**src/rtl/ork_pkg.sv**
```systemverilog
package ork_pkg;

   // Fixed word sizes of the channel fields
   localparam int DATA_W  = 32;
   localparam int STEP_W  = 31;
   localparam int COUNT_W = 16;
   localparam int WIDE_W  = 66;
   localparam int PROD_W  = 64;
   localparam int ACC_W   = 35;

   // Configuration register indexes
   localparam int CSR_IDX_W = 2;
   localparam logic [CSR_IDX_W-1:0] CSR_STEP_SIZE  = 2'd0;
   localparam logic [CSR_IDX_W-1:0] CSR_METHOD     = 2'd1;
   localparam logic [CSR_IDX_W-1:0] CSR_STEP_LIMIT = 2'd2;

   // Register reset values and codes
   localparam logic [COUNT_W-1:0] STEP_LIMIT_RST = 16'd40;
   localparam logic METHOD_RK2 = 1'b0;
   localparam logic METHOD_RK4 = 1'b1;
   localparam logic CMD_LOAD   = 1'b0;
   localparam logic CMD_STEP   = 1'b1;

   // Serial divide-by-three: 8 quotient bits per cycle over a 40-bit word
   localparam int DIV_BITS   = 40;
   localparam int DIV_STEP   = 8;
   localparam int DIV_CYCLES = DIV_BITS / DIV_STEP;
   localparam int DIV_CNT_W  = $clog2(DIV_CYCLES);
   localparam logic [2:0] DIV_BY = 3'd3;
   // dividend bias 3 * 2^31 keeps it non-negative; quotient carries 2^31 back
   localparam logic [ACC_W-1:0]  DIV_BIAS_IN  = 35'd6442450944;
   localparam logic [WIDE_W-1:0] DIV_BIAS_OUT = 66'd2147483648;

   // Slope evaluation points
   typedef enum logic [1:0] {
      PT_MID,
      PT_START,
      PT_END
   } pt_type;

   // Controller to datapath
   typedef struct packed {
      logic   load;
      logic   ld_arg;
      pt_type pt;
      logic   mul_en;
      logic   mul_sq;
      logic   slope_en;
      logic   acc_en;
      logic   acc_first;
      logic   div_init;
      logic   div_step;
      logic   update;
      logic   publish;
      logic   done;
   } ork_cmd_type;

   // Datapath to controller
   typedef struct packed {
      logic at_limit;
      logic rk4;
   } ork_stat_type;

   // Clamp a two's complement wide value to the signed 32-bit range
   function automatic logic signed [DATA_W-1:0] sat32(input logic [WIDE_W-1:0] v);
      logic signed [DATA_W-1:0] r;
      if (!v[WIDE_W-1] && (|v[WIDE_W-2:DATA_W-1])) begin
         r = {1'b0, {(DATA_W-1){1'b1}}};
      end else if (v[WIDE_W-1] && !(&v[WIDE_W-2:DATA_W-1])) begin
         r = {1'b1, {(DATA_W-1){1'b0}}};
      end else begin
         r = v[DATA_W-1:0];
      end
      return r;
   endfunction

endpackage

```
**src/rtl/ork_ctrl.sv**
```systemverilog
module ork_ctrl import ork_pkg::*; (
   input  logic         clock,
   input  logic         reset,
   input  logic         req_valid,
   input  logic         req_cmd,
   output logic         req_ready,
   output logic         rsp_valid,
   input  logic         rsp_ready,
   input  ork_stat_type stat,
   output ork_cmd_type  cmd
);

   typedef enum logic [3:0] {
      ST_IDLE,
      ST_ARG,
      ST_SQ,
      ST_SLOPE,
      ST_MULH,
      ST_ACC,
      ST_DINIT,
      ST_DIV,
      ST_UPD,
      ST_OUT
   } state_type;

   state_type            state_ff;
   pt_type               pt_ff;
   logic [DIV_CNT_W-1:0] cnt_ff;
   logic                 done_ff;
   logic                 rsp_valid_ff;
   logic                 last_pt;

   assign last_pt   = !stat.rk4 || (pt_ff == PT_END);
   assign req_ready = (state_ff == ST_IDLE);
   assign rsp_valid = rsp_valid_ff;

   // Decode commands from the state
   always_comb begin
      cmd    = '0;
      cmd.pt = PT_MID;
      case (state_ff)
         ST_IDLE: begin
            cmd.load = req_valid && (req_cmd == CMD_LOAD);
         end
         ST_ARG: begin
            cmd.ld_arg = 1'b1;
         end
         ST_SQ: begin
            cmd.mul_en = 1'b1;
            cmd.mul_sq = 1'b1;
         end
         ST_SLOPE: begin
            cmd.slope_en = 1'b1;
         end
         ST_MULH: begin
            cmd.mul_en = 1'b1;
         end
         ST_ACC: begin
            cmd.acc_en    = 1'b1;
            cmd.acc_first = (pt_ff == PT_MID);
            // load the next point while the increment is summed
            cmd.ld_arg    = 1'b1;
            cmd.pt        = (pt_ff == PT_MID) ? PT_START : PT_END;
         end
         ST_DINIT: begin
            cmd.div_init = 1'b1;
         end
         ST_DIV: begin
            cmd.div_step = 1'b1;
         end
         ST_UPD: begin
            cmd.update = 1'b1;
         end
         ST_OUT: begin
            cmd.publish = !rsp_valid_ff || rsp_ready;
            cmd.done    = done_ff;
         end
         default: ;
      endcase
   end

   // Sequence one item
   always_ff @(posedge clock) begin
      if (reset) begin
         state_ff     <= ST_IDLE;
         pt_ff        <= PT_MID;
         cnt_ff       <= '0;
         done_ff      <= 1'b0;
         rsp_valid_ff <= 1'b0;
      end else begin
         if (cmd.publish) begin
            rsp_valid_ff <= 1'b1;
         end else if (rsp_ready) begin
            rsp_valid_ff <= 1'b0;
         end
         case (state_ff)
            ST_IDLE: begin
               if (req_valid) begin
                  pt_ff <= PT_MID;
                  if (req_cmd == CMD_LOAD) begin
                     done_ff  <= 1'b0;
                     state_ff <= ST_OUT;
                  end else if (stat.at_limit) begin
                     done_ff  <= 1'b1;
                     state_ff <= ST_OUT;
                  end else begin
                     done_ff  <= 1'b0;
                     state_ff <= ST_ARG;
                  end
               end
            end
            ST_ARG:   state_ff <= ST_SQ;
            ST_SQ:    state_ff <= ST_SLOPE;
            ST_SLOPE: state_ff <= ST_MULH;
            ST_MULH:  state_ff <= ST_ACC;
            ST_ACC: begin
               if (last_pt) begin
                  state_ff <= stat.rk4 ? ST_DINIT : ST_UPD;
               end else begin
                  pt_ff    <= (pt_ff == PT_MID) ? PT_START : PT_END;
                  state_ff <= ST_SQ;
               end
            end
            ST_DINIT: begin
               cnt_ff   <= '0;
               state_ff <= ST_DIV;
            end
            ST_DIV: begin
               if (cnt_ff == DIV_CNT_W'(DIV_CYCLES - 1)) begin
                  state_ff <= ST_UPD;
               end else begin
                  cnt_ff <= cnt_ff + 1'b1;
               end
            end
            ST_UPD: state_ff <= ST_OUT;
            ST_OUT: begin
               if (cmd.publish) begin
                  state_ff <= ST_IDLE;
               end
            end
            default: state_ff <= ST_IDLE;
         endcase
      end
   end

endmodule

```
**config.mk**
```make
export PLATFORM = sky130hd
export DESIGN_NAME = ork_ctrl
export DESIGN_NICKNAME = d
export VERILOG_FILES = /design/src/rtl/ork_pkg.sv /design/src/rtl/ork_ctrl.sv
export SDC_FILE = /design/constraint.sdc
export NUM_CORES = 1
export LEC_CHECK = 0
export BUFFER_PORTS_ARGS = -buffer_cell sky130_fd_sc_hd__buf_2
export CAP_MARGIN = 15
export CORE_MARGIN = 2
export CORE_UTILIZATION = 48
export DETAILED_ROUTE_END_ITERATION = 10
export HOLD_SLACK_MARGIN = 0.06
export PLACE_DENSITY_LB_ADDON = 0.25
export SYNTH_ARGS = -nofsm -noshare
export SYNTH_HDL_FRONTEND = slang
export SYNTH_SLANG_ARGS = --single-unit
```
**constraint.sdc**
```tcl
create_clock -name clock -period 2.2 [get_ports clock]
set_clock_uncertainty 0.15 [all_clocks]
set_input_delay 0.55 -clock clock [delete_from_list [all_inputs] [get_ports clock]]
set_output_delay 0.55 -clock clock [all_outputs]
set_load 0.02 [all_outputs]
```
# [Word-level counts from Yosys, hierarchy flattened]
# Index checks and enable logic that the tools add are counted.
[op_classes] eq_ne=16 bitwise=1 reduce_logical=16 n_mux=29 n_addsub=1
[op_table] op="$pmux 4 s10" count=1
[op_table] op="$mux 4" count=7
[op_table] op="$eq 4x3->1 const B" count=4
[op_table] op="$mux 1" count=12
[op_table] op="$mux 2" count=6
[op_table] op="$ne 2x2->1 const B" count=5
[op_table] op="$eq 4x2->1 const B" count=2
[op_table] op="$eq 4x4->1 const B" count=2
[op_table] op="$pmux 3 s2" count=1
[op_table] op="$reduce_and 3->1" count=2
[op_table] op="$reduce_bool 2->1" count=3
[op_table] op="$eq 4x1->1 const B" count=1
[op_table] op="$logic_not 4->1" count=1
[op_table] op="$pmux 2 s2" count=1
[op_table] op="$reduce_and 2->1" count=2
[op_table] op="$reduce_or 2->1" count=2
[op_table] op="$add 3x1->3 const B" count=1
[op_table] op="$eq 3x3->1 const B" count=1
[op_table] op="$mux 3" count=1
[op_table] op="$eq 2x2->1 const B" count=1
[op_table] op="$logic_not 1->1" count=2
[op_table] op="$logic_not 2->1" count=1
[op_table] op="$logic_or 1x1->1" count=2
[op_table] op="$logic_and 1x1->1" count=1
[op_table] op="$not 1->1" count=1
[totals] out_inout_bits=16 elab_cells=68 register_bits=11

# [Logic depth before layout (Yosys ltp)]
# Gate-level depths: netlist of run 1.
[logic_depth] word_depth=5 mapped_depth=6 ltp_nobuf=6

# [Least setup slack after synthesis of run 1]
# OpenSTA, ideal clock, no wires.
[synth_path] kind="register -> output" startpoint="register state_ff[1]" endpoint="output cmd[13] in the netlist's numbering" stages_incl_launch_ff=5 required_time_ps=1500 n_path_buf=1 t_arrival_ps=1512 slack_ps=-12 path_cell_list="dfxtp_1 -> buf_6 -> nor4_2 -> nand2_1 -> nor2_1"
[synth_lines] item="start, declared" line_no="ork_ctrl.sv:26" text="state_type state_ff;"
[synth_lines] item="start signal, assigned" line_no="ork_ctrl.sv:118" text="state_ff <= stat.rk4 ? ST_DINIT : ST_UPD;"
[synth_lines] item="end, declared" line_no="ork_ctrl.sv:10" text="output ork_cmd_type cmd"

==> flow_summary.ini, run 1 <==
[outcome]
status = finished, final reports clean

[clocking]
cts.sinks = 11
numCtsBuffers = 3
cts_max_level = 1
clk_path_buf_depth = 2
clock_latency_ns = 0.27
cts_tree = built
post-cts-setup-buffer-count = 0
cts_root_buf = clkbuf_4
hold_buffers = 0
clkTransAtPathRegs_ns = 0.07

[hold_path]
hold_class = reg -> reg
hold-path-endpoint = done_ff$_SDFFE_PP0P_
min_from = done_ff$_SDFFE_PP0P_
min_path_cells = 2

[final_layout]
area_growth_pct = 19.8
drive_gt1_share_pct = 31.9
antennaDiodeCount = 0
final_nets = 123
final_core_util_pct = 59.9

[setup_path]
startpoint_type = register
slowest_delay_ns = 0.40
crit_fanout = 13
r2r-end = cnt_ff[1]$_SDFFE_PP0P_
r2r_slack_ns = 0.57
endpoint_kind = output port
cp_cell_sequence = and4bb_4 -> nor3b_2 -> buf_2
cp.required_ns = 1.50
critical_path_class = reg -> out
cpMaxStageDelayCell = dfxtp_2
r2r.worst_path.cells = 5
critPathArrivalTime_ns = 1.41
timing.rr.start = cnt_ff[0]$_SDFFE_PP0P_

[yosys]
ys_warn_count = 0
synth_area_um2 = 727
synth_top_area_share_pct = 30.3
syn_inst = 92
synthTopCellsByCount = 11 x dfxtp_1, 10 x nand2_1, 10 x nor2_1
synthDistinctLibCells = 37
synth.avg_cell_area_um2 = 7.90
synth-seq-cells = 11
syn-num-nets = 101
synth_area_leaders = dfxtp_1 30%, nand2_1 5.2%, nor2_1 5.2%, nor3_1 4.1%, a21oi_1 3.4%
ys_seq_area_share_pct = 30.3
ys.flop_type = dfxtp_1
synth-edff-count = 0
synthArstFlopShare_pct = 0
post-synth-top-area-cell = dfxtp_1
synth_most_common_cell = dfxtp_1

[global_route]
grt_max_degree = 14
grt_pass1_wl_mm = 2.46
antenna_found_initial = 0
track_usage_pct = 17.6
grt_overflow_total = 0
first_global_vias = 585

[drt]
routedWlPerCell_um = 11.1
routed_wl_mm = 1.43
drc = 0
viasPerCell = 5.33
drt_iter0_markers = 16
drt_first_pass_iters = 4
vias = 688
ant_nets = 0

[timing]
setup_violations = 0
finalSetupTns_ns = 0
final-hold-violation-count = 0
period_needed_ns = 2.11
fmax_mhz = 475
post-route-period-util_pct = 95.8
worstMarginPinSlew_ns = 0.327
slew_headroom_pct = 78.1
slew_violations = 0
rsz0062_at_grt = no

[floorplan]
die-area_um2 = 1840
dieHeight_um = 42.9
die_x_um = 42.9
initial_core_util_pct = 50.0
design.core.area_um2 = 1450
std_cell_rows = 14
pin_count = 23

[power_and_ir_drop]
ir_drop_mv = 0.359
cellPowerDensity_nw_per_um2 = 758
p_leak_nw = 0.397

[placement]
gp_congestion = 0.771
io_buffers = 22
dp_hpwl_mm = 1.12

[job]
drv_cap = 0
[critical path, delay by kind of cell, from the launching register on]
| family | cells | cell delay [ns] |
|---|---|---|
| AND/OR/NAND/NOR | 2 | 0.54 |
| flip-flops | 1 | 0.40 |
| buffers and inverters | 1 | 0.19 |
[registers in the layout (all words and copies together), names as in the netlist]
| signal | cells |
|---|---|
| cnt_ff | 3 |
| done_ff | 1 |
| pt_ff | 2 |
| rsp_valid | 1 |
| state_ff | 4 |
[power by group]
| part | leakage [nW] | switching (mW) | internal (mW) | total [mW] |
|---|---|---|---|---|
| logic | 0.291 | 0.141 | 0.117 | 0.258 |
| registers | 0.0911 | 0.0431 | 0.220 | 0.263 |
| clock network | 0.0150 | 0.0685 | 0.0702 | 0.139 |
[cell type report]
class	instances	area, um2
clock buffer	4	26.3
timing repair buffer	24	125
multi-input combinational	71	460
tap	16	20.0
fill	140	583
inverter	3	11.3
sequential	11	228
[metrics by stage]
stage	std cells	total power, mW	hold WS, ns	worst slack (ns)	instance area (um2)
2_1_floorplan	92	0.459	0.277	0.122	736
3_3_place_gp	125	0.521	0.300	0.242	837
3_5_place_dp	125	0.524	0.310	0.198	837
4_1_cts	129	0.664	0.323	0.0102	866
5_1_grt	129	0.708	0.333	0.00263	871
6_report	129	0.660	0.313	0.0925	871
[cells in the final DEF (no fill, tap or decap), drive strengths merged, types with 3 or more instances in the layout]
cell    Yosys  final
a31oi       3      3
inv         3      3
clkbuf      2      4
dfxtp      11     11
nor2       10     10
nand2      11     11
nor2b       3      3
buf         5     24
or2b        3      3
a21oi       5      5
nor3        6      6
nand3       5      5
[worst max path at each step]
stage / startpoint / cells past startpoint / end
after detailed placement: state_ff[2]$_SDFFE_PP0P_ / 3 / cmd[10]
after global placement: state_ff[2]$_SDFFE_PP0P_ / 3 / cmd[10]
final: state_ff[1]$_SDFFE_PP0P_ / 3 / cmd[10]
after CTS: state_ff[0]$_SDFFE_PP0P_ / 3 / cmd[10]
after global routing: state_ff[1]$_SDFFE_PP0P_ / 4 / cmd[13]
after floorplan: state_ff[0]$_SDFFE_PP0P_ / 3 / cmd[10]
[logic make-up (layout without fill, tap and decap cells)]
kind of cell	count (synthesis)	count (layout)	share of synthesized area, %
AO/OA/AOI/OAI	15	15	13.6
XOR/XNOR	2	2	2.41
adder cells (fa/ha/maj)	2	2	3.44
buffers and inverters	10	31	7.57
flip-flops	11	11	30.3
multiplexers	2	2	2.93
AND/OR/NAND/NOR	50	50	39.8
[what timing repair did]
item | in CTS | in global routing
gates resized for setup | 2 | 3
pin swaps | 0 | 0
endpoints found under the setup margin | 4 | 4
[layer usage]
| metal | GRT usage [%] | vias up | part of all wire (%) |
|---|---|---|---|
| met5 | 0 | - | 0 |
| met1 | 24.6 | 311 | 52 |
| met2 | 25.8 | 18 | 42 |
| li1 | - | 357 | - |
| met3 | 3.83 | 2 | 5.1 |
| met4 | 7.50 | 0 | 1.0 |
Power figures use the tool's default switching activity.
==> run 2, diff against run 1 <==
Settings changed: PLACE_DENSITY_LB_ADDON 0.25 to 0.05.
==> flow_summary.ini, run 2 (synthesized netlist as in run 1, its figures left out) <==
[outcome]
status = finished, final reports clean

[setup_path]
r2r_slack_ns = 0.58
startpoint_type = register
timing.rr.start = cnt_ff[0]$_SDFFE_PP0P_
critPathArrivalTime_ns = 1.43
endpoint_kind = output port
worstSetupEndpoint = cmd[10]
cp.required_ns = 1.50
cp-startpoint = state_ff[3]$_SDFFE_PP0P_
critical_path_class = reg -> out
r2r-end = cnt_ff[1]$_SDFFE_PP0P_
crit_fanout = 5
r2r.worst_path.cells = 5

[drt]
viasPerCell = 5.52
drt_iter0_markers = 13
routed_wl_mm = 1.49
vias = 718
routedWlPerCell_um = 11.5
ant_nets = 0
drt_first_pass_iters = 4
drc = 0

[global_route]
grt_use_met3_pct = 3.83
antenna_found_initial = 0
grtUsageMet1_pct = 23.4
grt_overflow_total = 0
top_usage_layer = met2
first_global_vias = 598
grt_max_degree = 14
use_met2_pct = 26.4
track_usage_pct = 18.2
grt_pass1_wl_mm = 2.50

[final_layout]
area_growth_pct = 21.9
largest_register = state_ff
drive_gt1_share_pct = 31.6
layout_common_cells = 21 x buf_2, 10 x nor2_1, 10 x nand2_1
layout_commonest_cell = buf_2
fillers = 139
final_nets = 124
largest_reg_flops = 4
antennaDiodeCount = 0
fin_area_um2 = 886
reg.largest.list = state_ff: 4 flops, cnt_ff: 3 flops, pt_ff: 2 flops

[timing]
fmax_mhz = 471
hold_ws_ns = 0.307
worstMarginPinSlew_ns = 0.307
final-hold-violation-count = 0
postLayoutSetupSlackWorst_ns = 0.0746
period_needed_ns = 2.13
rsz0062_at_grt = no
setup_violations = 0
finalSetupTns_ns = 0
post-route-period-util_pct = 96.6
slew_violations = 0
slew_headroom_pct = 79.3

[clocking]
post-cts-setup-buffer-count = 0
cts_root_buf = clkbuf_4
clock_latency_ns = 0.28
clk_path_buf_depth = 2
cts.sinks = 11
hold_buffers = 0
clkTransAtPathRegs_ns = 0.07
cts_max_level = 1
cts_tree = built
cts_resized = 1
numCtsBuffers = 3

[floorplan]
pin_count = 23
die_x_um = 42.9
design.core.area_um2 = 1450
die-area_um2 = 1840
initial_core_util_pct = 50.0
dieHeight_um = 42.9
std_cell_rows = 14

[placement]
dpl_cell_area_um2 = 845
io_buffers = 22
gp_congestion = 0.771
dp_hpwl_mm = 1.13
post-place-ws_ns = 0.225

[power_and_ir_drop]
ir_drop_mv = 0.437
p_leak_nw = 0.399
cellPowerDensity_nw_per_um2 = 754
power_mw = 0.668

[hold_path]
hold_class = reg -> reg

[job]
drv_cap = 0
## run 2: cell count changes in the layout (fill, tap and decap cells not counted)
| cell | delta |
|---|---|
| nor3b_2 | -1 |
| buf_2 | -1 |
| dfxtp_1 | +1 |
| nor3b_4 | +1 |
| dfxtp_2 | -1 |
| buf_4 | +2 |
## run 2: area by class of cell
type | instances | area, um2 | area share (%)
multi-input cells | 71 | 467 | 52.7
flip-flops and latches | 11 | 226 | 25.6
repair buffers | 25 | 135 | 15.3
clock buffers | 4 | 26.3 | 2.97
well taps | 16 | 20.0 | 2.26
inverters | 3 | 11.3 | 1.27
## run 2: critical path: stages (launching register included)
cell and delay [ns]:
dfxtp_1 0.37, and4bb_4 0.38, nor3b_4 0.21, buf_2 0.19
## run 2: power breakdown
part           total, mW  internal, mW  switching, mW
sequential         0.256         0.220         0.0360
clock              0.145        0.0704         0.0746
combinational      0.267         0.119          0.148
total              0.668         0.409          0.259
## run 2: metrics by stage
stage | std cells | utilization (%)
after floorplan | 92 | -
final | 130 | 60.9
after detailed placement | 126 | 58.1
after CTS | 130 | 60.0
after global routing | 130 | 60.9
after global placement | 126 | 58.1
## run 2: how the worst min path moves through the flow
stage	from	end	slack [ns]	depth (start not counted)
floorplan	done_ff$_SDFFE_PP0P_	done_ff$_SDFFE_PP0P_	0.28	2
global placement	done_ff$_SDFFE_PP0P_	done_ff$_SDFFE_PP0P_	0.29	2
detailed placement	done_ff$_SDFFE_PP0P_	done_ff$_SDFFE_PP0P_	0.30	2
CTS	done_ff$_SDFFE_PP0P_	done_ff$_SDFFE_PP0P_	0.31	2
global route	done_ff$_SDFFE_PP0P_	done_ff$_SDFFE_PP0P_	0.35	2
finish	done_ff$_SDFFE_PP0P_	done_ff$_SDFFE_PP0P_	0.31	2
## run 2: metal layers
metal,share of wire (%),up-vias
li1,-,364
met2,44,24
met5,0,-
met3,6.0,5
met1,47,325
met4,2.8,0
==> run 3, diff against run 2 <==
Settings changed: CORE_UTILIZATION 48 to 52.
Clock period 2.2 ns to 2.75 ns, I/O delays scaled along.
==> flow_summary.ini, run 3 (synthesized netlist as in run 1, its figures left out) <==
[global_route]
grt_pass1_wl_mm = 2.02
top_usage_layer = met2
track_usage_pct = 17.9
grt_max_degree = 17
antenna_found_initial = 0
grt_overflow_total = 0
use_met2_pct = 26.6
first_global_vias = 483
grtUsageMet1_pct = 26.3
grt_use_met3_pct = 6.38

[clocking]
cts_root_buf = clkbuf_4
clock_latency_ns = 0.26
cts.sinks = 11
clk_path_buf_depth = 2
cts_resized = 0
numCtsBuffers = 3
post-cts-setup-buffer-count = 0
hold_buffers = 0
cts_max_level = 1
cts_tree = built
clkTransAtPathRegs_ns = 0.07

[setup_path]
timing.rr.start = state_ff[0]$_SDFFE_PP0P_
cp-startpoint = state_ff[0]$_SDFFE_PP0P_
r2r.worst_path.cells = 4
endpoint_kind = output port
r2r_slack_ns = 1.11
critical_path_class = reg -> out
crit_fanout = 16
critPathArrivalTime_ns = 1.63
worstSetupEndpoint = cmd[5]
cp.required_ns = 1.91
startpoint_type = register
r2r-end = cnt_ff[1]$_SDFFE_PP0P_

[timing]
finalSetupTns_ns = 0
post-route-period-util_pct = 89.9
slew_headroom_pct = 67.8
rsz0062_at_grt = no
period_needed_ns = 2.47
fmax_mhz = 405
setup_violations = 0
slew_violations = 0
worstMarginPinSlew_ns = 0.483
hold_ws_ns = 0.305
final-hold-violation-count = 0

[outcome]
status = finished, final reports clean

[final_layout]
drive_gt1_share_pct = 27.9
final_nets = 121
seqCellArea_um2 = 220
final_core_util_pct = 64.5
area_growth_pct = 15.5
layout_commonest_cell = buf_2
largest_reg_flops = 4
fillers = 130
layout_common_cells = 22 x buf_2, 11 x dfxtp_1, 10 x nor2_1, 10 x nand2_1, 6 x nor3_1
reg.largest.list = state_ff: 4 flops, cnt_ff: 3 flops, pt_ff: 2 flops
multiInputGateArea_um2 = 452
largest_register = state_ff
antennaDiodeCount = 0

[drt]
drt_iter0_markers = 18
routedWlPerCell_um = 11.2
routed_wl_mm = 1.41
ant_nets = 0
vias = 682
viasPerCell = 5.41
drc = 0
drt_first_pass_iters = 4

[power_and_ir_drop]
p_leak_nw = 0.384
ir_drop_mv = 0.375
cellPowerDensity_nw_per_um2 = 602

[placement]
gp_congestion = 0.702
io_buffers = 22
dp_hpwl_mm = 1.04

[floorplan]
die-area_um2 = 1710
dieHeight_um = 41.4
initial_core_util_pct = 55.9
std_cell_rows = 13
die_x_um = 41.4
pin_count = 23
design.core.area_um2 = 1300

[hold_path]
hold_class = reg -> reg

[job]
drv_cap = 0
-- run 3: critical path, cell delays in order, from the launching register on --
cell	delay, ns
dfxtp_1	0.62
and4bb_4	0.34
nor3b_2	0.21
buf_2	0.20
-- run 3: power breakdown --
group          switching (mW)  internal, mW
sequential             0.0451         0.173
clock                  0.0550        0.0538
combinational          0.0982        0.0796
-- run 3: cell type report --
type                    instances  area share [%]
repair buffers                 22            13.1
multi-input cells              71            53.8
flip-flops and latches         11            26.2
well taps                      15            2.24
inverters                       3            1.34
clock buffers                   3            2.68
clock inverters                 1           0.596
-- run 3: metrics by stage --
stage	area (um2)	worst slack (ns)	std cells	power [mW]
final	840	0.278	126	0.505
after global routing	840	0.143	126	0.544
after CTS	840	0.271	126	0.510
after global placement	812	0.614	122	0.396
after floorplan	727	0.400	92	0.358
after detailed placement	812	0.575	122	0.400
-- run 3: per-layer routing --
| metal | wire, um | part of all wire, % |
|---|---|---|
| met5 | 0 | 0 |
| met4 | 0 | 0 |
| met3 | 68 | 4.8 |
| met2 | 633 | 45 |
| met1 | 710 | 50 |
-- run 3: how the worst min path moves through the flow --
stage	startpoint	endpoint	slack, ns	cells past startpoint
6_report	done_ff$_SDFFE_PP0P_	done_ff$_SDFFE_PP0P_	0.31	2
5_1_grt	done_ff$_SDFFE_PP0P_	done_ff$_SDFFE_PP0P_	0.36	2
4_1_cts	done_ff$_SDFFE_PP0P_	done_ff$_SDFFE_PP0P_	0.31	2
3_5_place_dp	done_ff$_SDFFE_PP0P_	done_ff$_SDFFE_PP0P_	0.30	2
3_3_place_gp	done_ff$_SDFFE_PP0P_	done_ff$_SDFFE_PP0P_	0.28	2
2_1_floorplan	done_ff$_SDFFE_PP0P_	done_ff$_SDFFE_PP0P_	0.28	2
